File: src/design/dss_pkg.sv
package dss_pkg;

    // Step dividend: 44100 in Q16.16
    localparam logic [31:0] STEP_DIVIDEND = 32'd2890137600;
    localparam int          FREQ_W        = 20;
    localparam logic [19:0] MAX_FREQ      = 20'd705600;

    typedef enum logic [2:0] {
        MODE_TICK,
        MODE_FREQ,
        MODE_STOP,
        MODE_START,
        MODE_LOAD
    } mode_t;

    typedef enum logic [1:0] {
        KIND_WRITE,
        KIND_SEEK,
        KIND_REJECT
    } kind_t;

    typedef enum logic [1:0] {
        CFG_BLOCK_COUNT,
        CFG_WHOLE_PRESENT,
        CFG_WHOLE_SIZE
    } cfg_index_t;

    typedef enum logic [2:0] {
        ST_IDLE,
        ST_DIV,
        ST_TICK,
        ST_SEEK,
        ST_WRITE
    } state_t;

    typedef struct packed {
        logic busy;
        logic done;
    } div_status_t;

endpackage

File: src/design/dss_div.sv
module dss_div (
    input  logic                       clk,
    input  logic                       rst_n,
    input  logic                       start,
    input  logic [dss_pkg::FREQ_W-1:0] divisor,
    output dss_pkg::div_status_t       status,
    output logic [31:0]                quotient
);
    import dss_pkg::*;

    logic [31:0]       q_reg, q_next;
    logic [FREQ_W-1:0] rem_reg, rem_next;
    logic [FREQ_W-1:0] div_reg;
    logic [4:0]        cnt_reg;
    logic              busy_reg;
    logic              done_reg;
    logic [FREQ_W:0]   shifted;
    logic [FREQ_W:0]   diff;
    logic              ge;

    // One quotient bit per cycle, restoring
    always_comb
    begin
        shifted  = {rem_reg, q_reg[31]};
        diff     = shifted - {1'b0, div_reg};
        ge       = shifted >= {1'b0, div_reg};
        rem_next = ge ? diff[FREQ_W-1:0] : shifted[FREQ_W-1:0];
        q_next   = {q_reg[30:0], ge};
    end

    always_ff @(posedge clk or negedge rst_n)
    begin
        if (!rst_n)
        begin
            busy_reg <= 1'b0;
            done_reg <= 1'b0;
            cnt_reg  <= '0;
        end
        else
        begin
            done_reg <= 1'b0;
            if (start)
            begin
                busy_reg <= 1'b1;
                cnt_reg  <= '0;
            end
            else if (busy_reg)
            begin
                cnt_reg <= cnt_reg + 5'd1;
                if (cnt_reg == 5'd31)
                begin
                    busy_reg <= 1'b0;
                    done_reg <= 1'b1;
                end
            end
        end
    end

    always_ff @(posedge clk)
    begin
        if (start)
        begin
            q_reg   <= STEP_DIVIDEND;
            rem_reg <= '0;
            div_reg <= divisor;
        end
        else if (busy_reg)
        begin
            q_reg   <= q_next;
            rem_reg <= rem_next;
        end
    end

    assign status.busy = busy_reg;
    assign status.done = done_reg;
    assign quotient    = q_reg;
endmodule

File: config.mk
export PLATFORM = sky130hd
export DESIGN_NAME = dss_div
export DESIGN_NICKNAME = d
export VERILOG_FILES = /design/src/design/dss_pkg.sv /design/src/design/dss_div.sv
export SDC_FILE = /design/constraint.sdc
export NUM_CORES = 1
export LEC_CHECK = 0
export BUFFER_PORTS_ARGS = -buffer_cell sky130_fd_sc_hd__buf_4
export CORE_AREA = 2 2 82 143
export DETAILED_ROUTE_END_ITERATION = 6
export DIE_AREA = 0 0 84 145
export GPL_ROUTABILITY_DRIVEN = 0
export PLACE_DENSITY = 0.53
export SKIP_LAST_GASP = 1
export SYNTH_ARGS = -nofsm -noshare
export SYNTH_HDL_FRONTEND = slang
export SYNTH_SLANG_ARGS = --single-unit
File: constraint.sdc
create_clock -name clk -period 4.54 [get_ports clk]
set_clock_uncertainty 0.05 [all_clocks]
set_input_delay 0 -clock clk [delete_from_list [all_inputs] [get_ports clk]]
set_output_delay 0 -clock clk [all_outputs]
set_load 0.02 [all_outputs]
Word-level counts from Yosys, hierarchy flattened:

Cells that the tools add are included.

* $add $sub $neg: 2
* $mul: 0
* div/mod/pow operators: 0
* magnitude comparators: 1
* equal/unequal tests: 1
* shifts and indexed selects: 0
* muxes and demuxes: 9
* bitwise operators: 0
* reductions and logical operators: 1

Operators by type and width (count)
* $ge A21 B20 Y1: 1
* $mux W20: 1
* $sub A20 B20 Y20: 1
* $mux W5: 2
* $mux W1: 6
* $add A5 B1 Y5 const B: 1
* $eq A5 B5 Y1 const B: 1
* $reduce_bool A2 Y1: 1

* register bits after elaboration: 79
* bits in latches: 0
* bits in writable memories: 0
* bits in read-only memories: 0
* bits of input ports: 23
* output and inout bits: 34
* word-level logic and storage cells: 20
* memories kept: 0

Longest topological paths before layout:

Gate-level depths: netlist (run 1).

* depth after elaboration: 4
* gate-level depth with buffers: 12
* mapped depth without buffers: 10

Least setup slack after synthesis (run 1):

Ideal clock, no wire load.

* path kind: register -> register
* start: register q_reg[31], in the netlist quotient[31]
* end: register rem_reg[16]
* setup time: 0.095 ns
* arrival time: 2.463 ns
* required time: 4.395 ns
* slack: 1.931 ns
* cell stages (with the launch flop): 11
* path buffers: 0
* period minus slack after synthesis: 2.609 ns
* cell sequence: dfxtp_1 -> inv_1 -> ha_1 -> fa_1 -> and2b_1 -> o31ai_1 -> a2111oi_2 -> o21ai_1 -> a31oi_1 -> xnor2_1 -> o311ai_1

* cells in the longest elaborated chain, start to end: 2
* elaborated cells between the ends (all ways): 3
* classes of those cells: add/sub (1); order compare (1); mux (1)

Ends and longest elaborated chain
* start: declaration: line dss_div.sv:11 `logic [31:0] q_reg, q_next;`
* start signal: assignment: line dss_div.sv:69 `q_reg <= q_next;`
* $sub A20 B20 Y20 / $ge A21 B20 Y1 (equally long branches): line dss_div.sv:25, dss_div.sv:26
* $mux W20 *: line dss_div.sv:27 `rem_next = ge ? diff[FREQ_W-1:0] : shifted[FREQ_W-1:0];`
* end signal: assignment: line dss_div.sv:70 `rem_reg <= rem_next;`
* end: declaration: line dss_div.sv:12 `logic [FREQ_W-1:0] rem_reg, rem_next;`

Every way passes the cells marked *; elsewhere a longest branch is shown, timed or not.
A chain may end at the register's enable or synchronous reset.

Final worst setup path (run 1):

* start: register div_reg[12]
* end: register rem_reg[13]

* cells in the longest elaborated chain, start to end: 2
* elaborated cells between the ends (all ways): 3
* classes of those cells: add/sub (1); order compare (1); mux (1)

Ends and longest elaborated chain
* start: declaration: line dss_div.sv:13 `logic [FREQ_W-1:0] div_reg;`
* start signal: assignment: line dss_div.sv:65 `div_reg <= divisor;`
* $sub A20 B20 Y20 / $ge A21 B20 Y1 (equally long branches): line dss_div.sv:25, dss_div.sv:26
* $mux W20 *: line dss_div.sv:27

Marked as above.

==> flow_metrics.py, run 1 <==
metrics = {
    "cts": {
        "clock-root-buffer": "clkbuf_16",
        "post_cts.resized_instances": 0,
        "cts_tree": "done",
        "cts_setup_buffers": 0,
        "clk_pin_slew_worst_paths_ns": 0.06,
        "clock_sinks": 79,
        "htree_levels": 3,
        "cts_buffers": 9,
        "clkLatencyLatePin_ns": 0.34,
        "cts_buffer_depth": 2,
    },
    "worst_hold_path": {
        "timing.hold.worst_endpoint": "quotient[25]",
        "min_path_type": "input pin to register",
        "hold-path-cell-count": 2,
        "hold_path_startpoint": "start",
    },
    "die": {
        "die_w_um": 84,
        "core-area_sq_mm": 0.0110,
        "fp.dieH_um": 145,
        "row_count": 51,
        "die_area_sq_mm": 0.0122,
        "start_util_pct": 37.4,
        "design.portCount": 57,
    },
    "logic_synthesis": {
        "syn-num-nets": 467,
        "synth_area_per_cell_sq_um": 9.82,
        "postSynthRegisterBits": 79,
        "synth_top_area_share_pct": 25.2,
        "synth_async_sr_flop_share_pct": 8.86,
        "synth_cells": 421,
        "synth_warnings": 0,
        "synth-edff-count": 20,
        "yosysUniqueCellTypes": 58,
        "synth_sequential_area_ratio_pct": 44.0,
        "ys_dominant_reg_cell": "dfxtp_1",
        "post-synth-top-area-cell": "dfxtp_1",
        "netlist_area_sq_mm": 0.00413,
        "synth.top_cells.by_area": "dfxtp_1 25%, edfxtp_1 15%, mux2i_1 10%",
    },
    "sta": {
        "slew_headroom_pct": 38.2,
        "finalSetupViolations": 0,
        "timing_worst_slew_pin_value_ns": 0.928,
        "final_total_negative_setup_slack_ns": 0,
        "finalHoldViolations": 0,
        "layout_min_cycle_time_ns": 3.19,
        "rsz0062_at_grt": "false",
        "maxClockFrequency_ghz": 0.313,
        "final_critical_path_setup_slack_ns": 1.35,
        "maxSlewViolCount": 0,
        "timing.final.crit_share_pct": 70.3,
    },
    "route": {
        "routed_vias_inst": 5.24,
        "drt.antenna.violating_nets": 0,
        "num_vias": 3284,
        "post-route-drc-count": 0,
        "avgRoutedWirePerCell_um": 15.0,
        "postRouteWirelength_mm": 9.39,
        "drt_iter0_drc": 175,
        "drtPass1Iterations": 4,
    },
    "layout": {
        "layout-drive-gt1-share_pct": 17.0,
        "layout.nets": 536,
        "diodes": 0,
        "num-fill-cells": 1074,
        "layout-area-overhead-vs-synth_pct": 24.4,
        "finish.utilization_pct": 46.6,
        "largest_register_ffs": 32,
    },
    "placement": {
        "placement.io_buffers": 56,
        "dp_worst_setup_slack_ns": 1.36,
        "place.detailed.hpwl_mm": 6.55,
    },
    "power": {
        "max-vdd-ir-drop_v": 0.000221,
        "totalPowerFinal_mw": 2.67,
        "power_density_mw_per_mm2": 518,
        "total_leakage_power_nw": 2.50,
    },
    "worst_setup_path": {
        "rrSetupSlack_ns": 1.35,
        "worstReg2RegStart": "div_reg[12]",
        "critPathArrivalTime_ns": 3.32,
        "critical_path_class": "register to register",
        "max_stage_delay_ns": 0.84,
        "timing.critical_path.fanout_max": 14,
        "cp.required_ns": 4.66,
        "r2r.worst_path.cells": 10,
        "cp_cell_sequence": "inv_1 > ha_1 > a21oi_2 > o21ai_0 > a31oi_4 > a31oi_1 > a2111oi_4 > buf_4 > mux2i_1 > a211oi_1",
        "cp-end-kind": "register",
        "r2r_end": "rem_reg[13]",
        "critical_path.startpoint_type": "register",
        "timing.critical_path.slowest_stage_cell": "a2111oi_4",
    },
    "run_status": {
        "outcome": "completed",
    },
    "global_route": {
        "grt_first_pass_wirelength_mm": 15.8,
        "grt_pass1_vias": 3341,
        "grt.overflow.total": 0,
        "grt_start_max_net_pins": 75,
        "aggregate_global_route_resource_usage_pct": 16.0,
        "initial_antenna_violation_count": 0,
    },
    "flow_run": {
        "maxCapViolations": 0,
    },
}
## cells by family after synthesis
kind of cell,share of synthesized area [%]
simple gates,13.7
compound gates,16.3
flops,44.0
buf+inv,5.12
mux,10.2
fa+ha+maj,7.14
xor+xnor,3.60
## through the flow
| stage | hold slack, ns | cell area, sq um | instances |
|---|---|---|---|
| after floorplan | -0.346 | 4130 | 421 |
| after global placement | -0.236 | 4630 | 589 |
| after detailed placement | -0.234 | 4630 | 589 |
| after CTS | 0.186 | 5140 | 627 |
| after global routing | 0.224 | 5140 | 627 |
| final | 0.155 | 5140 | 627 |
## metal layers
metal  up-vias  wire length (um)  part of all wire (%)  GRT usage (%)
met5         -                 0                     0              0
met4         0               371                   3.9           8.87
met3        30               345                   3.7           2.84
met2        76              4910                    52           28.7
met1      1534              3770                    40           17.3
li1       1644                 -                     -              -
## cell type report
| cell class | count | area (sq um) | share of cell area, % |
|---|---|---|---|
| Inverter | 26 | 97.6 | 1.90 |
| Tap cell | 132 | 165 | 3.21 |
| Sequential cell | 79 | 1820 | 35.4 |
| Multi-Input combinational cell | 293 | 2100 | 40.9 |
| Timing Repair Buffer | 81 | 663 | 12.9 |
| Clock inverter | 5 | 38.8 | 0.754 |
| Clock buffer | 11 | 254 | 4.94 |
## how the worst max path moves through the flow
stage | from | end | slack (ns) | cells after the start
after floorplan | quotient[31] | rem_reg[16] | 1.93 | 10
after global placement | div_reg[12] | rem_reg[6] | 1.40 | 10
after detailed placement | div_reg[12] | rem_reg[13] | 1.36 | 10
after CTS | div_reg[12] | rem_reg[13] | 1.33 | 10
after global routing | div_reg[12] | rem_reg[13] | 1.15 | 10
final | div_reg[12] | rem_reg[13] | 1.35 | 10
## report_power, final
part           leakage, nW  internal [mW]  total [mW]  switching [mW]
registers            0.709          0.830       0.909          0.0791
logic                 1.64          0.453        1.04           0.588
clock network        0.145          0.408       0.715           0.307
## cells in the mapped netlist (9+ instances only)
| cell type | instances |
|---|---|
| a211oi_1 | 11 |
| edfxtp_1 | 20 |
| xnor2_1 | 9 |
| clkbuf_1 | 15 |
| nand2_1 | 25 |
| ha_1 | 22 |
| a21oi_1 | 10 |
| nor2_1 | 58 |
| o21ai_0 | 9 |
| mux2i_1 | 42 |
| dfxtp_1 | 52 |
| inv_1 | 26 |
## worst max-delay path: cells and delay by family, from the launching register on
kind                       cells  cell delay (ns)
buffers and inverters          2             0.41
adders and majority gates      1             0.28
DFF                            1             0.36
muxes                          1             0.20
AOI/OAI and AO/OA              6             1.72
## what timing repair did
item                                    4_1_cts  5_1_grt
endpoints found under the setup margin        0        0
hold buffers                                 22        0
endpoints found under the hold margin        27        0
## cell usage in the layout, fill, tap and decap left out, drive strengths merged, types with 7 or more instances in the layout
cell type	count
clkbuf	11
xnor2	9
nand2	25
a211oi	11
xor2	8
ha	22
dfrtp	7
a21oi	15
inv	28
nor2	58
dfxtp	52
nor3b	8
o21ai	14
mux2i	42
buf	59
dlygate4sd3	22
o31ai	7
edfxtp	20
No activity file was read; power rests on OpenSTA's default activity.
==> inputs of run 2 (changes only) <==
PLACE_DENSITY = 0.55   (was 0.53)
clock period = 2.8 ns   (was 4.54 ns; I/O delays follow)
==> flow_metrics.py, run 2 (synthesis gave the netlist of run 1 again) <==
metrics = {
    "worst_setup_path": {
        "cp.required_ns": 2.99,
        "setup.worst_path.start": "quotient[31]",
        "critPathArrivalTime_ns": 2.81,
        "critical_path.startpoint_type": "register",
        "worstReg2RegStart": "quotient[31]",
        "cp-end-kind": "register",
        "rrSetupSlack_ns": 0.18,
        "critical_path_class": "register to register",
        "timing.critical_path.fanout_max": 3,
    },
    "sta": {
        "maxSlewViolCount": 0,
        "finalSetupViolations": 0,
        "timing.final.crit_share_pct": 93.5,
        "finalHoldViolations": 0,
        "layout_min_cycle_time_ns": 2.62,
        "rsz0062_at_grt": "false",
        "timing_worst_slew_pin_value_ns": 0.577,
        "final_total_negative_setup_slack_ns": 0,
        "maxClockFrequency_ghz": 0.382,
        "slew_headroom_pct": 61.5,
    },
    "power": {
        "power_density_mw_per_mm2": 854,
        "max-vdd-ir-drop_v": 0.000397,
        "total_leakage_power_nw": 2.60,
        "totalPowerFinal_mw": 4.56,
    },
    "global_route": {
        "groute.layer.met3.usage_pct": 3.87,
        "grt_pass1_vias": 3424,
        "grt.overflow.total": 0,
        "grt_first_pass_wirelength_mm": 16.2,
        "met1_capacity_usage_during_global_routing_pct": 18.6,
        "grt_most_used_layer": "met2",
        "grt_start_max_net_pins": 83,
        "aggregate_global_route_resource_usage_pct": 16.3,
        "initial_antenna_violation_count": 0,
        "gr-usage-met2_pct": 28.8,
    },
    "layout": {
        "layout-area-overhead-vs-synth_pct": 29.1,
        "layout.nets": 550,
        "layout_commonest_cell": "buf_4",
        "layout-drive-gt1-share_pct": 20.2,
        "fin_cells": 641,
        "largest_register_ffs": 32,
        "most-common-layout-cells": "68 x buf_4, 58 x nor2_1, 51 x dfxtp_1",
        "num-fill-cells": 1052,
        "finish.utilization_pct": 48.3,
        "diodes": 0,
        "fin_area_sq_mm": 0.00534,
    },
    "die": {
        "die_w_um": 84,
        "row_count": 51,
        "core-area_sq_mm": 0.0110,
        "design.portCount": 57,
        "fp.dieH_um": 145,
        "die_area_sq_mm": 0.0122,
        "start_util_pct": 37.4,
    },
    "route": {
        "avgRoutedWirePerCell_um": 14.8,
        "num_vias": 3286,
        "routed_vias_inst": 5.13,
        "drt_iter0_drc": 146,
        "drtPass1Iterations": 4,
        "postRouteWirelength_mm": 9.49,
        "drt.antenna.violating_nets": 0,
        "post-route-drc-count": 0,
    },
    "placement": {
        "place_area_sq_mm": 0.00475,
        "place.detailed.instances": 600,
        "place.detailed.hpwl_mm": 6.60,
        "placement.io_buffers": 56,
    },
    "cts": {
        "cts_buffers": 9,
        "cts_buffer_depth": 2,
        "clock_sinks": 79,
        "clkLatencyLatePin_ns": 0.34,
        "htree_levels": 3,
        "cts_tree": "done",
        "clk_pin_slew_worst_paths_ns": 0.06,
        "clock-root-buffer": "clkbuf_16",
    },
    "worst_hold_path": {
        "min_path_type": "input pin to register",
        "hold_path_startpoint": "divisor[1]",
    },
    "run_status": {
        "outcome": "completed",
    },
    "flow_run": {
        "maxCapViolations": 0,
    },
}
==> run 2: cell types whose count changed in the layout (fill, tap and decap cells not counted), moves of 2 or more <==
| cell | before | now |
|---|---|---|
| buf_12 | 0 | 3 |
| buf_4 | 59 | 68 |
| bufinv_16 | 0 | 2 |
| inv_6 | 0 | 2 |
==> run 2: final timing paths <==
| kind | endpoint | cells past startpoint |
|---|---|---|
| hold / removal | div_reg[1] | 2 |
| min in group asynchronous | cnt_reg[1] | 3 |
| setup / recovery | rem_reg[16] | 11 |
| max in group asynchronous | busy_reg | 3 |
| setup reg to reg | rem_reg[16] | 11 |
| hold reg to reg | rem_reg[2] | 2 |
==> run 2: layout make-up <==
type	count	area, sq um	area share [%]
Multi-Input combinational cell	293	2120	39.7
Sequential cell	79	1820	34.1
Timing Repair Buffer	95	812	15.2
Clock buffer	10	229	4.29
Tap cell	132	165	3.10
Inverter	26	97.6	1.83
Clock inverter	6	93.8	1.76
==> run 2: power breakdown <==
group	total (mW)	leakage (nW)	switching (mW)	internal (mW)
Combinational	1.81	1.73	0.973	0.839
Sequential	1.47	0.709	0.127	1.35
Clock	1.27	0.154	0.481	0.789
==> run 2: through the flow <==
stage	worst slack (ns)	hold slack, ns
after floorplan	0.191	-0.346
after global placement	0.182	-0.230
after detailed placement	0.0589	-0.231
after CTS	0.0266	0.317
after global routing	0.0183	0.325
final	0.183	0.329
==> run 2: worst max-delay path, stage by stage (launching register included) <==
cell	delay [ns]
dfxtp_2	0.33
inv_1	0.05
ha_1	0.22
fa_2	0.34
and2b_2	0.23
o31ai_1	0.10
a2111oi_2	0.33
buf_4	0.19
o21ai_1	0.09
a31oi_1	0.21
xnor2_1	0.09
o311ai_1	0.26
==> run 2: layer usage <==
layer	vias to the layer above	part of all wire, %
met4	0	2.3
met2	60	53
met3	18	3.5
met1	1534	42
met5	-	0
li1	1674	-
==> run 2: timing repair <==
action,CTS,global route
setup endpoints to repair,0,8
buffers inserted,0,2
resized for setup,0,7
hold endpoints to repair,28,0
hold buffers,23,0
==> inputs of run 3 (changes only) <==
CORE_AREA = 2 2 71 123   (was 2 2 82 143)
CTS_CLUSTER_DIAMETER = 50   (was default)
DIE_AREA = 0 0 73 125   (was 0 0 84 145)
PLACE_DENSITY = 0.72   (was 0.55)
SLEW_MARGIN = 0   (was default)
==> flow_metrics.py, run 3 (synthesis gave the netlist of run 1 again) <==
metrics = {
    "run_status": {
        "outcome": "completed",
    },
    "layout": {
        "diodes": 0,
        "layout_commonest_cell": "buf_4",
        "layout.nets": 550,
        "layout-drive-gt1-share_pct": 21.4,
        "finish.utilization_pct": 64.6,
        "layout-area-overhead-vs-synth_pct": 28.2,
        "most-common-layout-cells": "66 x buf_4, 57 x nor2_1, 51 x dfxtp_1",
        "largest_register_ffs": 32,
    },
    "global_route": {
        "grt.overflow.total": 0,
        "grt_first_pass_wirelength_mm": 15.0,
        "grt_start_max_net_pins": 83,
        "grt_pass1_vias": 3374,
        "aggregate_global_route_resource_usage_pct": 20.9,
        "initial_antenna_violation_count": 0,
    },
    "flow_run": {
        "maxCapViolations": 0,
    },
    "worst_setup_path": {
        "max_stage_delay_ns": 0.39,
        "cp.required_ns": 3.00,
        "cp-end-kind": "register",
        "worstReg2RegStart": "quotient[31]",
        "rrSetupSlack_ns": 0.12,
        "critical_path.startpoint_type": "register",
        "timing.critical_path.slowest_stage_cell": "a2111oi_4",
        "cp_cell_sequence": "inv_1 > ha_2 > fa_2 > and2b_2 > o31ai_4 > a2111oi_4 > buf_4 > o21ai_4 > a31oi_4 > xnor2_2 > o311ai_2",
        "setup.worst_path.start": "quotient[31]",
        "r2r_end": "rem_reg[16]",
        "timing.critical_path.fanout_max": 3,
        "r2r.worst_path.cells": 11,
        "crit_path_end": "rem_reg[16]",
        "critPathArrivalTime_ns": 2.88,
        "critical_path_class": "register to register",
    },
    "power": {
        "p_int_mw": 2.79,
        "netSwitchingPower_mw": 1.64,
        "power_density_mw_per_mm2": 835,
        "p_seq_share_pct": 33.4,
        "power.combinational.fraction_pct": 42.0,
        "totalPowerFinal_mw": 4.43,
        "total_leakage_power_nw": 2.58,
        "clkPwrFrac_pct": 24.6,
        "max-vdd-ir-drop_v": 0.000442,
        "switching_share_pct": 36.9,
    },
    "die": {
        "die_w_um": 73,
        "die_area_sq_mm": 0.00913,
        "start_util_pct": 50.4,
        "core-area_sq_mm": 0.00820,
        "design.portCount": 57,
        "row_count": 44,
        "fp.dieH_um": 125,
    },
    "placement": {
        "placement.io_buffers": 56,
        "place.detailed.hpwl_mm": 6.11,
        "dp_worst_setup_slack_ns": -0.0499,
    },
    "sta": {
        "rsz0062_at_grt": "true",
        "worst_hold_slack_ns": 0.326,
        "finalHoldViolations": 0,
        "maxSlewViolCount": 0,
        "slew_headroom_pct": 45.7,
        "final_critical_path_setup_slack_ns": 0.120,
        "timing.final.crit_share_pct": 95.7,
        "final_total_negative_setup_slack_ns": 0,
        "maxClockFrequency_ghz": 0.373,
        "finalSetupViolations": 0,
        "timing_worst_slew_pin_value_ns": 0.814,
        "layout_min_cycle_time_ns": 2.68,
    },
    "cts": {
        "clkLatencyLatePin_ns": 0.34,
        "htree_levels": 3,
        "cts_buffer_depth": 2,
        "cts_tree": "done",
        "cts_buffers": 9,
        "clk_pin_slew_worst_paths_ns": 0.06,
        "clock-root-buffer": "clkbuf_16",
        "clock_sinks": 79,
    },
    "route": {
        "routed_vias_inst": 5.64,
        "avgRoutedWirePerCell_um": 15.4,
        "postRouteWirelength_mm": 9.28,
        "post-route-drc-count": 0,
        "drtPass1Iterations": 4,
        "drt.antenna.violating_nets": 0,
        "num_vias": 3390,
        "drt_iter0_drc": 149,
    },
    "worst_hold_path": {
        "min_path_type": "input pin to register",
    },
}
-- run 3: what timing repair did --
item                       in CTS  in global routing
resized for setup               2                 17
hold endpoints to repair       29                  0
setup buffers                   1                  2
hold buffers                   23                  0
setup endpoints to repair       2                  9
pin swaps                       2                 12
gates cloned                    0                  1
-- run 3: critical path, delay by kind of cell (launching register included) --
| kind | cells | cell delay (ns) |
|---|---|---|
| XOR/XNOR | 1 | 0.10 |
| flip-flops | 1 | 0.34 |
| AND/OR/NAND/NOR | 1 | 0.27 |
| adder cells (fa/ha/maj) | 2 | 0.53 |
| AO/OA/AOI/OAI | 5 | 1.04 |
| buffers and inverters | 2 | 0.25 |
-- run 3: worst min path at each step --
stage,from,end,cells past startpoint
after global routing,divisor[19],div_reg[19],2
after CTS,divisor[16],div_reg[16],2
after detailed placement,rst_n,done_reg,1
after floorplan,rst_n,busy_reg,0
after global placement,rst_n,done_reg,1
final,divisor[14],div_reg[14],2
-- run 3: layer usage --
layer / track usage [%] / wire length (um) / vias up
met5: 0 / 0 / -
li1: - / - / 1672
met3: 5.24 / 387 / 17
met2: 36.4 / 5020 / 86
met1: 23.5 / 3650 / 1615
met4: 8.82 / 221 / 0
-- run 3: layout make-up --
cell class	instances	area, sq um
Clock buffer	10	229
Fill cell	656	2900
Multi-Input combinational cell	293	2190
Clock inverter	6	42.5
Sequential cell	79	1820
Timing Repair Buffer	95	805
Inverter	26	97.6
Tap cell	92	115
-- run 3: power groups by stage --
stage / Clock (mW) / Sequential (mW) / Combinational (mW)
after global routing: 1.16 / 1.50 / 2.04
after CTS: 1.11 / 1.47 / 1.74
final: 1.09 / 1.48 / 1.86
after detailed placement: 0 / 1.50 / 1.69
after floorplan: 0 / 1.49 / 1.29
after global placement: 0 / 1.49 / 1.65
-- run 3: per-stage QoR --
stage	instance area [sq um]	std cells
CTS	5190	598
global route	5300	601
detailed placement	4670	558
floorplan	4130	421
finish	5300	601
global placement	4670	558
